<file path="config.mk">
export PLATFORM = sky130hd
export DESIGN_NAME = cuckoo_hash_table
export DESIGN_NICKNAME = d
export VERILOG_FILES = /design/src/rtl/cht_pkg.sv /design/src/rtl/cuckoo_hash_table.sv /design/src/rtl/cht_queue.sv /design/src/rtl/cht_engine.sv
export SDC_FILE = /design/constraint.sdc
export NUM_CORES = 2
export LEC_CHECK = 0
export BUFFER_PORTS_ARGS = -buffer_cell sky130_fd_sc_hd__buf_2
export CAP_MARGIN = 0
export CORE_MARGIN = 2
export CORE_UTILIZATION = 35
export CTS_CLUSTER_DIAMETER = 120
export DETAILED_ROUTE_END_ITERATION = 10
export PLACE_DENSITY = 0.6
export SETUP_SLACK_MARGIN = 0.4
export SYNTH_ARGS = -nofsm -noshare
export SYNTH_HDL_FRONTEND = slang
export SYNTH_HIERARCHICAL = 1
export SYNTH_SLANG_ARGS = --single-unit
</file>
<file path="constraint.sdc">
create_clock -name i_clk -period 4.35 [get_ports i_clk]
set_input_delay 0.6525 -clock i_clk [delete_from_list [all_inputs] [get_ports i_clk]]
set_output_delay 0.6525 -clock i_clk [all_outputs]
set_load 0.01 [all_outputs]
</file>
<file path="src/rtl/cht_pkg.sv">
// ----------------------------------------------------------------------------
// cht_pkg: shared types and codes for the cuckoo hash table
// Operation and status codes, payload structs and the back-end state type.
// ----------------------------------------------------------------------------
package cht_pkg;

    localparam logic [1:0] OP_INSERT   = 2'd0;
    localparam logic [1:0] OP_LOOKUP   = 2'd1;
    localparam logic [1:0] OP_REMOVE   = 2'd2;
    localparam logic [1:0] OP_RESERVED = 2'd3;

    localparam logic [2:0] ST_INSERTED  = 3'd0;
    localparam logic [2:0] ST_UPDATED   = 3'd1;
    localparam logic [2:0] ST_FOUND     = 3'd2;
    localparam logic [2:0] ST_NOT_FOUND = 3'd3;
    localparam logic [2:0] ST_REMOVED   = 3'd4;
    localparam logic [2:0] ST_FULL      = 3'd5;

    localparam logic [7:0] KICK_RESET = 8'd100;

    typedef struct packed {
        logic [1:0]  operation;
        logic [31:0] key;
        logic [31:0] value;
    } t_cht_in;

    typedef struct packed {
        logic [2:0]  status;
        logic [31:0] read_value;
        logic [31:0] evicted_key;
        logic [31:0] evicted_value;
        logic [5:0]  entry_count;
    } t_cht_out;

    typedef enum logic [2:0] {
        S_IDLE,
        S_READ,
        S_CHECK,
        S_KICK_A,
        S_KICK_B,
        S_DONE
    } t_cht_state;

endpackage

</file>
<file path="src/rtl/cuckoo_hash_table.sv">
// ----------------------------------------------------------------------------
// cuckoo_hash_table: two-table cuckoo hash store with kick-limited inserts
// Queue in front, table sequencer behind, one result per item.
// ----------------------------------------------------------------------------
// channel   direction  handshake     payload
// input     in         valid/stall   t_cht_in  (operation, key, value)
// result    out        valid/stall   t_cht_out (status, values, count)
// config    in         valid/ready   kick_limit, 8 bits
//
// Lookup, remove, update: read slots, check, done, idle.
// Insert by kicking: up to kick_limit A/B rounds, one slot per cycle.
// Reset clears valid bits, count and queue; key/value stores stay as they are.
// A stalled result holds the sequencer; the queue takes two more items.
module cuckoo_hash_table #(
    parameter int TABLE_DEPTH = 16
) (
    input  logic              i_clk,
    input  logic              i_rst_n,
    input  logic              i_valid,
    output logic              o_stall,
    input  cht_pkg::t_cht_in  i_data,
    output logic              o_valid,
    input  logic              i_stall,
    output cht_pkg::t_cht_out o_data,
    input  logic              i_cfg_valid,
    output logic              o_cfg_ready,
    input  logic [7:0]        i_cfg_data
);
    import cht_pkg::*;

    logic [7:0] r_kick;
    logic       w_q_valid, w_q_stall;
    t_cht_in    w_q_data;

    assign o_cfg_ready = 1'b1;

    always_ff @(posedge i_clk) begin
        if (!i_rst_n) begin
            r_kick <= KICK_RESET;
        end else if (i_cfg_valid) begin
            r_kick <= i_cfg_data;
        end
    end

    cht_queue u_queue (
        .i_clk   (i_clk),
        .i_rst_n (i_rst_n),
        .i_valid (i_valid),
        .o_stall (o_stall),
        .i_data  (i_data),
        .o_valid (w_q_valid),
        .i_stall (w_q_stall),
        .o_data  (w_q_data)
    );

    cht_engine #(.TABLE_DEPTH(TABLE_DEPTH)) u_engine (
        .i_clk        (i_clk),
        .i_rst_n      (i_rst_n),
        .i_kick_limit (r_kick),
        .i_valid      (w_q_valid),
        .o_stall      (w_q_stall),
        .i_data       (w_q_data),
        .o_valid      (o_valid),
        .i_stall      (i_stall),
        .o_data       (o_data)
    );

endmodule

</file>
<file path="src/rtl/cht_queue.sv">
// ----------------------------------------------------------------------------
// cht_queue: two-entry queue between front and back end
// Registers the accepted item; valid/stall on both sides.
// ----------------------------------------------------------------------------
module cht_queue (
    input  logic            i_clk,
    input  logic            i_rst_n,
    input  logic            i_valid,
    output logic            o_stall,
    input  cht_pkg::t_cht_in i_data,
    output logic            o_valid,
    input  logic            i_stall,
    output cht_pkg::t_cht_in o_data
);
    import cht_pkg::*;

    t_cht_in    r_mem [2];
    logic       r_wp, r_rp;
    logic [1:0] r_cnt;
    logic       w_push, w_pop;

    assign o_stall = (r_cnt == 2'd2);
    assign o_valid = (r_cnt != 2'd0);
    assign o_data  = r_mem[r_rp];
    assign w_push  = i_valid && !o_stall;
    assign w_pop   = o_valid && !i_stall;

    always_ff @(posedge i_clk) begin
        if (w_push) begin
            r_mem[r_wp] <= i_data;
        end
    end

    always_ff @(posedge i_clk) begin
        if (!i_rst_n) begin
            r_wp  <= 1'b0;
            r_rp  <= 1'b0;
            r_cnt <= 2'd0;
        end else begin
            if (w_push) r_wp <= ~r_wp;
            if (w_pop)  r_rp <= ~r_rp;
            r_cnt <= r_cnt + {1'b0, w_push} - {1'b0, w_pop};
        end
    end

    assert property (@(posedge i_clk) disable iff (!i_rst_n)
        r_cnt != 2'd3) else $error("queue count out of range");
    assert property (@(posedge i_clk) disable iff (!i_rst_n)
        (r_cnt == 2'd0) |-> !w_pop) else $error("pop from empty queue");
    assert property (@(posedge i_clk) disable iff (!i_rst_n)
        (w_push && !w_pop) |=> (r_cnt == $past(r_cnt) + 2'd1))
        else $error("queue count lost a push");

endmodule

</file>
<file path="src/rtl/cht_engine.sv">
// ----------------------------------------------------------------------------
// cht_engine: table stores and operation sequencer
// Reads both slots, then updates, removes, looks up or runs kick rounds.
// ----------------------------------------------------------------------------
module cht_engine #(
    parameter int TABLE_DEPTH = 16
) (
    input  logic              i_clk,
    input  logic              i_rst_n,
    input  logic [7:0]        i_kick_limit,
    input  logic              i_valid,
    output logic              o_stall,
    input  cht_pkg::t_cht_in  i_data,
    output logic              o_valid,
    input  logic              i_stall,
    output cht_pkg::t_cht_out o_data
);
    import cht_pkg::*;

    localparam int AW = $clog2(TABLE_DEPTH);
    localparam int CW = $clog2(2 * TABLE_DEPTH + 1);

    logic [31:0] r_ka [TABLE_DEPTH];
    logic [31:0] r_va [TABLE_DEPTH];
    logic [31:0] r_kb [TABLE_DEPTH];
    logic [31:0] r_vb [TABLE_DEPTH];
    logic [TABLE_DEPTH-1:0] r_vla, r_vlb;

    t_cht_state r_state, n_state;
    t_cht_in    r_item;
    logic [31:0] r_ck, r_cv;
    logic [7:0]  r_round;
    logic [CW-1:0] r_count;
    logic [AW-1:0] r_sa, r_sb;
    logic [31:0] r_rka, r_rva, r_rkb, r_rvb;
    logic        r_rla, r_rlb;
    t_cht_out    r_res, n_res;
    t_cht_out    r_out;
    logic        r_ovalid;

    logic [AW-1:0] w_sa_ck, w_sb_ck;
    logic          w_hit_a, w_hit_b, w_take;
    logic [31:0]   w_lo_in;

    // first slot from key, second from key*31+17, low address bits only
    function automatic logic [AW-1:0] slot_b(input logic [31:0] k);
        logic [37:0] p;
        p = {k, 5'd0} - {5'd0, k} + 38'd17;
        return p[AW-1:0];
    endfunction

    assign w_lo_in = r_ck;
    assign w_sa_ck = w_lo_in[AW-1:0];
    assign w_sb_ck = slot_b(r_ck);
    assign w_hit_a = r_rla && (r_rka == r_item.key);
    assign w_hit_b = r_rlb && (r_rkb == r_item.key);
    assign w_take  = i_valid && (r_state == S_IDLE);
    assign o_stall = !(r_state == S_IDLE);
    assign o_valid = r_ovalid;
    assign o_data  = r_out;

    always_comb begin
        n_state = r_state;
        unique case (r_state)
            S_IDLE:   if (i_valid) n_state = S_READ;
            S_READ:   n_state = S_CHECK;
            S_CHECK: begin
                if (r_item.operation == OP_INSERT && !w_hit_a && !w_hit_b &&
                    i_kick_limit != 8'd0) begin
                    n_state = S_KICK_A;
                end else begin
                    n_state = S_DONE;
                end
            end
            S_KICK_A: n_state = r_vla[w_sa_ck] ? S_KICK_B : S_DONE;
            S_KICK_B: begin
                if (!r_vlb[w_sb_ck] || r_round + 8'd1 >= i_kick_limit) begin
                    n_state = S_DONE;
                end else begin
                    n_state = S_KICK_A;
                end
            end
            S_DONE:   if (!r_ovalid || !i_stall) n_state = S_IDLE;
            default:  n_state = S_IDLE;
        endcase
    end

    // working result, built while the previous one may still be held
    always_comb begin
        n_res = r_res;
        unique case (r_state)
            S_CHECK: begin
                n_res = '0;
                n_res.entry_count = 6'(r_count);
                case (r_item.operation)
                    OP_INSERT: begin
                        if (w_hit_a || w_hit_b) begin
                            n_res.status = ST_UPDATED;
                        end else begin
                            n_res.status        = ST_FULL;
                            n_res.evicted_key   = r_item.key;
                            n_res.evicted_value = r_item.value;
                        end
                    end
                    OP_REMOVE: begin
                        if (w_hit_a || w_hit_b) begin
                            n_res.entry_count = 6'(r_count - CW'(1));
                            n_res.status      = ST_REMOVED;
                        end else begin
                            n_res.status = ST_NOT_FOUND;
                        end
                    end
                    default: begin
                        if (w_hit_a) begin
                            n_res.status     = ST_FOUND;
                            n_res.read_value = r_rva;
                        end else if (w_hit_b) begin
                            n_res.status     = ST_FOUND;
                            n_res.read_value = r_rvb;
                        end else begin
                            n_res.status = ST_NOT_FOUND;
                        end
                    end
                endcase
            end
            S_KICK_A: begin
                if (!r_vla[w_sa_ck]) begin
                    n_res.entry_count   = 6'(r_count + CW'(1));
                    n_res.status        = ST_INSERTED;
                    n_res.evicted_key   = '0;
                    n_res.evicted_value = '0;
                end else begin
                    n_res.evicted_key   = r_ka[w_sa_ck];
                    n_res.evicted_value = r_va[w_sa_ck];
                end
            end
            S_KICK_B: begin
                if (!r_vlb[w_sb_ck]) begin
                    n_res.entry_count   = 6'(r_count + CW'(1));
                    n_res.status        = ST_INSERTED;
                    n_res.evicted_key   = '0;
                    n_res.evicted_value = '0;
                end else begin
                    n_res.evicted_key   = r_kb[w_sb_ck];
                    n_res.evicted_value = r_vb[w_sb_ck];
                end
            end
            default: ;
        endcase
    end

    // stores: only the sequencer writes them
    always_ff @(posedge i_clk) begin
        if (r_state == S_READ) begin
            r_rka <= r_ka[r_sa];
            r_rva <= r_va[r_sa];
            r_rkb <= r_kb[r_sb];
            r_rvb <= r_vb[r_sb];
        end
        if (r_state == S_CHECK && r_item.operation == OP_INSERT) begin
            if (w_hit_a)      r_va[r_sa] <= r_item.value;
            else if (w_hit_b) r_vb[r_sb] <= r_item.value;
        end
        if (r_state == S_KICK_A) begin
            r_ka[w_sa_ck] <= r_ck;
            r_va[w_sa_ck] <= r_cv;
            r_ck <= r_ka[w_sa_ck];
            r_cv <= r_va[w_sa_ck];
        end else if (r_state == S_KICK_B) begin
            r_kb[w_sb_ck] <= r_ck;
            r_vb[w_sb_ck] <= r_cv;
            r_ck <= r_kb[w_sb_ck];
            r_cv <= r_vb[w_sb_ck];
        end else if (w_take) begin
            r_ck <= i_data.key;
            r_cv <= i_data.value;
        end
        if (w_take) begin
            r_item <= i_data;
            r_sa   <= i_data.key[AW-1:0];
            r_sb   <= slot_b(i_data.key);
        end
    end

    always_ff @(posedge i_clk) begin
        if (!i_rst_n) begin
            r_state  <= S_IDLE;
            r_vla    <= '0;
            r_vlb    <= '0;
            r_count  <= '0;
            r_ovalid <= 1'b0;
            r_round  <= 8'd0;
            r_rla    <= 1'b0;
            r_rlb    <= 1'b0;
            r_res    <= '0;
            r_out    <= '0;
        end else begin
            r_state  <= n_state;
            r_res    <= n_res;
            r_ovalid <= (r_ovalid && i_stall) ||
                        (r_state == S_DONE && (!r_ovalid || !i_stall));
            if (r_state == S_DONE && (!r_ovalid || !i_stall)) r_out <= r_res;
            if (r_state == S_READ) begin
                r_rla <= r_vla[r_sa];
                r_rlb <= r_vlb[r_sb];
                r_round <= 8'd0;
            end
            if (r_state == S_CHECK && r_item.operation == OP_REMOVE &&
                (w_hit_a || w_hit_b)) begin
                if (w_hit_a) r_vla[r_sa] <= 1'b0;
                else         r_vlb[r_sb] <= 1'b0;
                r_count <= r_count - CW'(1);
            end
            if (r_state == S_KICK_A && !r_vla[w_sa_ck]) begin
                r_vla[w_sa_ck] <= 1'b1;
                r_count <= r_count + CW'(1);
            end
            if (r_state == S_KICK_B) begin
                if (!r_vlb[w_sb_ck]) begin
                    r_vlb[w_sb_ck] <= 1'b1;
                    r_count <= r_count + CW'(1);
                end else begin
                    r_round <= r_round + 8'd1;
                end
            end
        end
    end

    assert property (@(posedge i_clk) disable iff (!i_rst_n)
        r_count <= CW'(2 * TABLE_DEPTH)) else $error("occupancy overflow");
    assert property (@(posedge i_clk) disable iff (!i_rst_n)
        (r_state == S_KICK_B) |=> (r_state == S_KICK_A || r_state == S_DONE))
        else $error("bad kick sequence");
    assert property (@(posedge i_clk) disable iff (!i_rst_n)
        (r_ovalid && i_stall) |=> $stable(r_out)) else $error("result changed");
    assert property (@(posedge i_clk) disable iff (!i_rst_n)
        (r_state == S_KICK_A || r_state == S_KICK_B) |-> (r_round < i_kick_limit))
        else $error("round overrun");

endmodule

</file>
==> impl_metrics.json <==
{
  "total_power_mw": 96.1,
  "synthTopCellsByArea": "edfxtp_1 (61%), mux4_2 (24%), dfxtp_1 (4.7%)",
  "synth-simple-area-share_pct": 3.63,
  "use_met1_pct": 27.0,
  "switching_share_pct": 34.1,
  "yosys_warnings": 6,
  "cp_max_fo": 14,
  "avgSynthCellArea_um2": 19.3,
  "synth_compound_gate_area_share_pct": 2.76,
  "r2r_end": "u_engine/r_vb[12][17]",
  "syn-num-nets": 6296,
  "use_met2_pct": 33.4,
  "endpoint_kind": "flip-flop",
  "rsz0062_at_grt": "true",
  "area_growth_pct": 15.2,
  "maxCapViolations": 0,
  "hold_viol": 0,
  "grt-busiest-layer": "met2",
  "fin_crit_ps": 4110,
  "synth_top_area_cell": "edfxtp_1",
  "clkSlewWorstSetupHoldPaths_ps": 60,
  "crit_required_ps": 4800,
  "fillers": 30000,
  "final_area_um2": 138000,
  "synth_area_um2": 120000,
  "status": "finished clean",
  "clk_latency_ps": 860,
  "grt_max_degree": 134,
  "p_sw_mw": 32.8,
  "num_rows": 214,
  "hold_path.class": "in2reg",
  "synth_top_area_share_pct": 61.3,
  "ys.flop_type": "edfxtp_1",
  "synth_cell_types": 60,
  "synth_top_family_by_area": "multiplexers",
  "synth_fa_ha_area_share_pct": 0.157,
  "timing.rr.start": "u_engine/r_item[33]",
  "setup_tns_ps": 0,
  "cts_buffers": 294,
  "crit_end": "u_engine/r_vb[12][17]",
  "crit_arrival_ps": 4560,
  "die-height_um": 589,
  "cp-start-kind": "flip-flop",
  "routabilityCongestion": 0.876,
  "ir_drop_uv": 1000,
  "power.share.combinational_pct": 36.1,
  "finClkSkew_ps": 36.9,
  "drive_above_1_share_pct": 33.9,
  "numClockSinks": 2720,
  "finish.net_count": 6622,
  "design.die.area_um2": 347000,
  "crit_start": "u_engine/r_item[33]",
  "clock-root-buffer": "clkbuf_16",
  "cts_buffer_depth": 4,
  "r2r_cells": 9,
  "ys_seq_area_share_pct": 65.9,
  "grt_remaining_overflow": 0,
  "seq_power_share_pct": 38.6,
  "vias": 66800,
  "maxSlewHeadroom_pct": 9.90,
  "wire_per_inst_um": 31.9,
  "grt_pass1_vias": 67100,
  "io_buffers": 185,
  "worstSetupPathType": "reg2reg",
  "drt-total-wl_um": 360000,
  "tritoncts": "done",
  "reg2reg_slack_ps": 240,
  "h-tree-depth": 5,
  "layout_worst_path_cycle_share_pct": 94.5,
  "synth_mux_area_share_pct": 25.4,
  "setup_slack_ps": 239,
  "ys_ff_latch": 2720,
  "start_util_pct": 35.2,
  "slew_violations": 0,
  "hpwl_um": 215000,
  "drtIter0Drc": 8713,
  "p_clk_share_pct": 25.2,
  "grt_antenna_before_repair": 21,
  "io_pins": 187,
  "place_worst_setup_slack_ps": 125,
  "setup_viol": 0,
  "synthCells": 6202,
  "vias_per_cell": 5.91,
  "worst_pin_slew_ps": 1350,
  "p_per_area_nw_per_um2": 697,
  "dieWidth_um": 589,
  "drcViolationCount": 0,
  "antenna_left": 0,
  "gr-usage-met3_pct": 3.46,
  "grt_pass1_wl_um": 506000,
  "synth_edf_count": 2441,
  "core_area_um2": 340000,
  "p_leak_nw": 43.3,
  "place_area_um2": 128000,
  "intPower_mw": 63.3,
  "async_reset_ff_share_pct": 0,
  "grt.total_usage_pct": 20.3,
  "synthXorXnorAreaFrac_pct": 0.571,
  "fmax_mhz": 243,
  "firstDrtPassIters": 6
}
-- layout by cell type, fill, tap and decap left out, drive strengths merged, types with 69 or more instances in the layout --
cell type and instances:
edfxtp 2441, mux4 1299, nand2 675, buf 416, clkbuf 399, dfxtp 279, nor2 172, a21oi 167
clkinv 99, a22oi 93, a22o 69
-- kinds of logic after synthesis --
logic type / Yosys count
mux: 1384
buf+inv: 482
flops: 2720
simple gates: 1033
xor+xnor: 78
compound gates: 489
fa+ha+maj: 15
other cells: 1
-- cell usage after synthesis, drive strengths merged, types with 24 or more instances --
library cell	instances
nand2	675
inv	24
a22oi	93
mux2	68
and2	41
clkbuf	306
a22o	69
dfxtp	279
xor2	61
nor4	26
a221oi	68
nor2	164
nor3	28
mux4	1299
a21oi	167
nand3	31
buf	152
o21ai	63
edfxtp	2441
-- cell type report --
class	instances	area, um^2	share of cell area (%)
diodes	5	12.5	0.00908
clock buffers	398	8130	5.90
clock inverters	127	1050	0.765
inverters	24	108	0.0781
multi-input cells	3008	39500	28.7
flip-flops and latches	2720	78900	57.2
well taps	4536	5680	4.12
repair buffers	480	4420	3.20
-- stage by stage --
step | util [%] | cells | hold slack, ps
2_1_floorplan | - | 6202 | 429
3_3_place_gp | 37.5 | 10700 | 441
3_5_place_dp | 37.5 | 10700 | 445
4_1_cts | 40.4 | 11300 | 1.09
5_1_grt | 40.5 | 11300 | 27.6
6_report | 40.5 | 11300 | 65.6
-- routing by layer --
layer	wire length, um	share of wire (%)
met1	138000	38
met2	177000	49
met3	29800	8.3
met4	15700	4.4
met5	34	0.0094
-- worst max-delay path: stages, from the launching register on --
cell and delay, ps:
edfxtp_1 450, xor2_1 220, nor4_2 350, buf_4 170
nand4_1 110, or4_1 750, nor2_4 230, a32o_1 220
nand2_1 320, nor2_2 890
-- worst min path at each step --
stage / from / to / slack (ps) / cells after the start
global placement: u_engine/r_res[98] / u_engine/o_data[98] / 440 / 2
detailed placement: u_engine/r_res[33] / u_engine/o_data[33] / 440 / 2
CTS: i_data[51] / u_queue/r_mem[1][51] / 1 / 1
floorplan: u_engine/r_res[1] / u_engine/o_data[1] / 430 / 2
finish: i_data[51] / u_queue/r_mem[1][51] / 70 / 1
global route: i_data[51] / u_queue/r_mem[1][51] / 30 / 1
-- power groups by stage --
stage	Sequential, mW	Clock, mW	Combinational, mW
2_1_floorplan	36.1	0	22.9
3_5_place_dp	37.7	0	34.9
4_1_cts	37.2	24.7	35.0
5_1_grt	37.4	25.7	36.3
6_report	37.2	24.3	34.7
3_3_place_gp	37.5	0	34.8
-- registers in the layout, indices dropped and copies added, names as in the netlist, 66 cells and up, named ones only --
name,cells
u_engine/o_data,105
u_engine/r_item,66
u_engine/r_ka,512
u_engine/r_kb,512
u_engine/r_res,105
u_engine/r_va,512
u_engine/r_vb,512
u_queue/r_mem,132
-- what timing repair did --
item,in CTS,in global routing
resized for setup,3,21
gates cloned,3,7
setup endpoints to repair,275,710
hold buffers,63,0
buffers inserted,0,21
endpoints found under the hold margin,123,0
pin swaps,7,13
Power figures use the tool's default switching activity.
